===== src/rtl/core/ktrk_pkg.sv =====
package ktrk_pkg;

  localparam int FracBits   = 16;
  localparam int MaxHorizon = 16;
  localparam int DivBits    = 48;

  localparam logic [1:0] OpInit     = 2'd0;
  localparam logic [1:0] OpUpdate   = 2'd1;
  localparam logic [1:0] OpForecast = 2'd2;
  localparam logic [1:0] OpReserved = 2'd3;

  localparam logic [30:0] QReset = 31'd131072;
  localparam logic [30:0] RReset = 31'd327680;

  localparam logic RegProcNoise = 1'b0;
  localparam logic RegMeasNoise = 1'b1;

  typedef struct packed {
    logic [1:0]         opcode;
    logic signed [31:0] measurement;
    logic [4:0]         horizon;
  } ktrk_in_t;

  typedef struct packed {
    logic signed [31:0] level_out;
    logic signed [31:0] slope_out;
    logic               last;
  } ktrk_out_t;

  // controller to datapath
  typedef enum logic [3:0] {
    CMD_NONE, CMD_LOAD, CMD_INIT, CMD_PRED, CMD_DIVSTART,
    CMD_DIV0, CMD_DIV1, CMD_MULY, CMD_MULP, CMD_COMMIT, CMD_FC_START, CMD_FC_STEP
  } ktrk_cmd_t;

  typedef struct packed {
    ktrk_cmd_t cmd;
  } ktrk_ctl_t;

  typedef struct packed {
    logic div_done;
    logic s_pos;
  } ktrk_sts_t;

  function automatic logic signed [31:0] sat32(input logic signed [65:0] v);
    if (v > 66'sd2147483647) return 32'sh7fffffff;
    if (v < -66'sd2147483648) return 32'sh80000000;
    return v[31:0];
  endfunction

  // floor shift of product then saturate
  function automatic logic signed [31:0] fxmul(input logic signed [31:0] a,
                                               input logic signed [31:0] b);
    logic signed [63:0] p;
    p = a * b;
    return sat32(66'(p >>> FracBits));
  endfunction

endpackage


===== src/rtl/core/ktrk_ctrl.sv =====
module ktrk_ctrl (
  input  logic                clk,
  input  logic                rst,
  input  logic                in_valid,
  output logic                in_stall,
  input  ktrk_pkg::ktrk_in_t  in_word,
  output logic                out_valid,
  input  logic                out_stall,
  output logic                last,
  output ktrk_pkg::ktrk_ctl_t ctl,
  input  ktrk_pkg::ktrk_sts_t sts
);
  import ktrk_pkg::*;

  typedef enum logic [3:0] {
    IDLE, PRED, D0, W0, D1, W1, MULY, COMMIT, OUT, FC
  } state_t;

  state_t     state;
  logic [4:0] left;
  ktrk_cmd_t  cmd_next;

  assign in_stall = (state != IDLE);

  // command issued to the datapath at the next edge
  always_comb begin
    cmd_next = CMD_NONE;
    case (state)
      IDLE: if (in_valid) begin
        case (in_word.opcode)
          OpInit:     cmd_next = CMD_INIT;
          OpUpdate:   cmd_next = CMD_LOAD;
          OpForecast: if (in_word.horizon != 5'd0) cmd_next = CMD_FC_START;
          default: ;
        endcase
      end
      PRED:   cmd_next = CMD_PRED;
      D0:     cmd_next = CMD_DIV0;
      W0:     if (sts.div_done && ctl.cmd == CMD_NONE && sts.s_pos) cmd_next = CMD_DIV1;
      W1:     if (sts.div_done && ctl.cmd == CMD_NONE) cmd_next = CMD_MULP;
      MULY:   if (ctl.cmd == CMD_NONE) cmd_next = CMD_MULY;
      COMMIT: if (ctl.cmd == CMD_NONE) cmd_next = CMD_COMMIT;
      FC:     if (out_valid && !out_stall && left != 5'd1) cmd_next = CMD_FC_STEP;
      default: ;
    endcase
  end

  always_ff @(posedge clk) begin
    if (rst) begin
      state <= IDLE; out_valid <= 1'b0; ctl.cmd <= CMD_NONE;
      last <= 1'b0; left <= '0;
    end else begin
      ctl.cmd <= cmd_next;
      case (state)
        IDLE: if (in_valid) begin
          case (in_word.opcode)
            OpUpdate: state <= PRED;
            OpForecast: if (in_word.horizon != 5'd0) begin
              left <= (in_word.horizon > 5'(MaxHorizon)) ? 5'(MaxHorizon)
                                                          : in_word.horizon;
              state <= FC;
            end
            default: ;
          endcase
        end
        PRED:   state <= D0;
        D0:     state <= W0;
        W0:     if (sts.div_done && ctl.cmd == CMD_NONE) begin
          if (sts.s_pos) state <= W1;
          else state <= MULY;
        end
        W1:     if (sts.div_done && ctl.cmd == CMD_NONE) state <= MULY;
        MULY:   if (ctl.cmd == CMD_NONE) state <= COMMIT;
        COMMIT: if (ctl.cmd == CMD_NONE) state <= OUT;
        OUT: begin
          if (!out_valid && ctl.cmd == CMD_NONE) begin
            out_valid <= 1'b1; last <= 1'b1;
          end else if (out_valid && !out_stall) begin
            out_valid <= 1'b0; state <= IDLE;
          end
        end
        FC: begin
          if (!out_valid && ctl.cmd == CMD_NONE) begin
            out_valid <= 1'b1; last <= (left == 5'd1);
          end else if (out_valid && !out_stall) begin
            out_valid <= 1'b0;
            left <= left - 5'd1;
            if (left == 5'd1) state <= IDLE;
          end
        end
        default: state <= IDLE;
      endcase
    end
  end
endmodule


===== config.mk =====
export PLATFORM = sky130hd
export DESIGN_NAME = ktrk_ctrl
export DESIGN_NICKNAME = d
export VERILOG_FILES = /design/src/rtl/core/ktrk_pkg.sv /design/src/rtl/core/ktrk_ctrl.sv
export SDC_FILE = /design/constraint.sdc
export NUM_CORES = 1
export LEC_CHECK = 0
export BUFFER_PORTS_ARGS = -buffer_cell sky130_fd_sc_hd__buf_2
export CORE_UTILIZATION = 30
export DETAILED_ROUTE_END_ITERATION = 8
export PLACE_DENSITY = 0.58
export SLEW_MARGIN = 20
export SYNTH_ARGS = -nofsm -noshare
export SYNTH_HDL_FRONTEND = slang
export SYNTH_SLANG_ARGS = --single-unit

===== constraint.sdc =====
create_clock -name clk -period 4.1 [get_ports clk]
set_clock_uncertainty 0.2 [all_clocks]
set_input_delay 0 -clock clk [delete_from_list [all_inputs] [get_ports clk]]
set_output_delay 0 -clock clk [all_outputs]
set_load 0.1 [all_outputs]

==> flow_summary.json <==
{
  "synth-edff-count": 0,
  "num_rows": 21,
  "finalSetupViolCount": 0,
  "fin_tns_setup_ns": 0,
  "gp_congestion": 0.811,
  "crit_type": "reg2reg",
  "finalMaxSlewViolations": 0,
  "rsz0062_at_grt": "false",
  "cp.arrival_ns": 3.21,
  "powerDensity_nw_per_um2": 539,
  "peakVddDrop_uv": 367,
  "startpoint_type": "register",
  "hold_buffers": 14,
  "post_cts_resized": 0,
  "grt_pass1_vias": 1007,
  "placedInstanceArea_um2": 1200,
  "drcViolationCount": 0,
  "syn_avg_cell_area_um2": 8.07,
  "min_period_ns": 3.27,
  "overflow": 0,
  "pre_cts_ws_ns": 1.85,
  "cts_tree": "done",
  "initial_utilization_pct": 32.4,
  "grt_max_degree": 23,
  "top_layer": "met4",
  "synthFlopType": "dfxtp_1",
  "p_leak_uw": 0.000531,
  "synth_top_area_share_pct": 26.8,
  "h-tree-depth": 1,
  "drt_iter0_drc": 69,
  "route.met3.wl_um": 116,
  "worst-slew-pin-transition_ns": 0.722,
  "wl_met2_mm": 1.15,
  "ctsRootBufferMaster": "clkbuf_8",
  "hold_class": "in2reg",
  "final_common_cell": "buf_2",
  "syn_area_um2": 1120,
  "worst_slack_ns": 0.835,
  "hold_viol": 0,
  "wire_per_inst_um": 12.1,
  "core_um2": 3470,
  "via_per_inst": 5.23,
  "fin_area_um2": 1390,
  "dr.pass1.iters": 4,
  "cap_violations": 0,
  "grt_util_all_layers_pct": 13.9,
  "syn_to_final_growth_pct": 23.4,
  "crit_required_ns": 4.04,
  "yosysSeqAreaShare_pct": 26.8,
  "antenna_found_initial": 0,
  "fmax_ghz": 0.306,
  "m1WireLength_mm": 1.25,
  "vias": 1099,
  "syn-instance-count": 139,
  "critical_path_peak_fanout": 22,
  "final_cell_mix": "buf_2 (19), dfxtp_1 (15), dlygate4sd3_1 (14)",
  "io_buffers": 19,
  "final_antenna_net_count": 0,
  "cts_made_buffers": 3,
  "endpoint_kind": "register",
  "grt_pass1_wl_mm": 4.42,
  "ys_types": 49,
  "clkTransAtPathRegs_ns": 0.07,
  "max_slew_margin_pct": 51.8,
  "die_h_um": 63.2,
  "cts_buffer_depth": 2,
  "clock-sinks": 15,
  "yosys.area.top_type": "dfxtp_1",
  "die_width_um": 63.2,
  "syn-num-nets": 186,
  "worstSkewPairLatency_ns": 0.25,
  "diodes": 0,
  "hpwl_mm": 1.81,
  "wirelength_mm": 2.55,
  "ys_warn_count": 0,
  "async_reset_ff_share_pct": 0,
  "post-route-period-util_pct": 79.6,
  "finalNetCount": 212,
  "ios": 52,
  "finalPower_uw": 746,
  "status": "finished, final reports clean",
  "synth_seq_cells": 15,
  "cts_setup_buffers": 0,
  "synthTopCellsByArea": "dfxtp_1 (27%), a21oi_1 (5.4%), nand2b_1 (4.5%)",
  "die-area_um2": 3990,
  "drive_gt1_share_pct": 20.7
}
[critical path: stages, from the launching register on]
cell and delay [ns]:
dfxtp_1 0.79, and4bb_2 0.38, nand2_1 0.09, o31a_1 0.36, nand3b_1 0.15, dlygate4sd3_1 0.54, a31oi_1 0.08, dlygate4sd3_1 0.56
[sequential cells by signal (all words and copies together) (netlist names)]
signal,cells
left,5
ctl,4
state,4
last,1
out_valid,1
[synth_stat cells, types with 2 or more instances]
master    instances
dfxtp_1          15
a21oi_1          12
nor2_1           12
nand2b_1          8
o21ai_0           8
nand2_1           7
clkbuf_1          6
inv_1             5
a31oi_1           4
nand3_1           4
nand3b_1          4
buf_6             3
mux2i_1           3
nor2b_1           3
nor3_1            3
a311oi_1          2
and3_1            2
buf_4             2
ha_1              2
nor4_4            2
o211ai_1          2
o32ai_1           2
or4_1             2
[cells by family after synthesis]
kind of cell | after synthesis | share of synthesized area [%]
adder cells (fa/ha/maj) | 2 | 2.23
buffers and inverters | 17 | 8.47
AND/OR/NAND/NOR | 61 | 35.1
flip-flops | 15 | 26.8
multiplexers | 4 | 4.01
AO/OA/AOI/OAI | 39 | 22.6
XOR/XNOR | 1 | 0.781
[final cells by class]
cell class | instances | area [µm²]
Fill cell | 372 | 2080
Multi-Input combinational cell | 107 | 727
Sequential cell | 15 | 300
Timing Repair Buffer | 33 | 235
Tap cell | 46 | 57.6
Clock buffer | 3 | 41.3
Inverter | 5 | 18.8
Clock inverter | 1 | 5.00
[layer usage]
metal  global-route usage [%]  up-vias
li1                         -      559
met1                     17.7      507
met2                     21.8       28
met3                     3.44        5
met4                     6.98        0
met5                        0        -
[metrics by stage]
| step | utilization [%] | instances | hold slack, ns |
|---|---|---|---|
| after detailed placement | 34.6 | 192 | 0.118 |
| after floorplan | - | 139 | -0.0197 |
| final | 39.9 | 210 | 0.0132 |
| after CTS | 39.9 | 210 | 0.0138 |
| after global placement | 34.6 | 192 | 0.114 |
| after global routing | 39.9 | 210 | 0.0428 |
[final timing paths]
path | to | slack, ns | start | cells after the start
worst max-delay path | left[0] | 0.83 | state[1] | 7
worst min-delay path | left[2] | 0.01 | in_word[2] | 4
worst max register to register | left[0] | 0.83 | state[1] | 7
worst min register to register | last | 0.29 | last | 2
[power by group]
| part | internal [µW] | switching (µW) | total, µW | leakage, µW |
|---|---|---|---|---|
| Clock | 67.5 | 57.1 | 125 | 0.0000255 |
| Sequential | 171 | 63.4 | 235 | 0.000122 |
| Combinational | 135 | 253 | 387 | 0.000383 |
No activity file was read; power rests on OpenSTA's default activity.
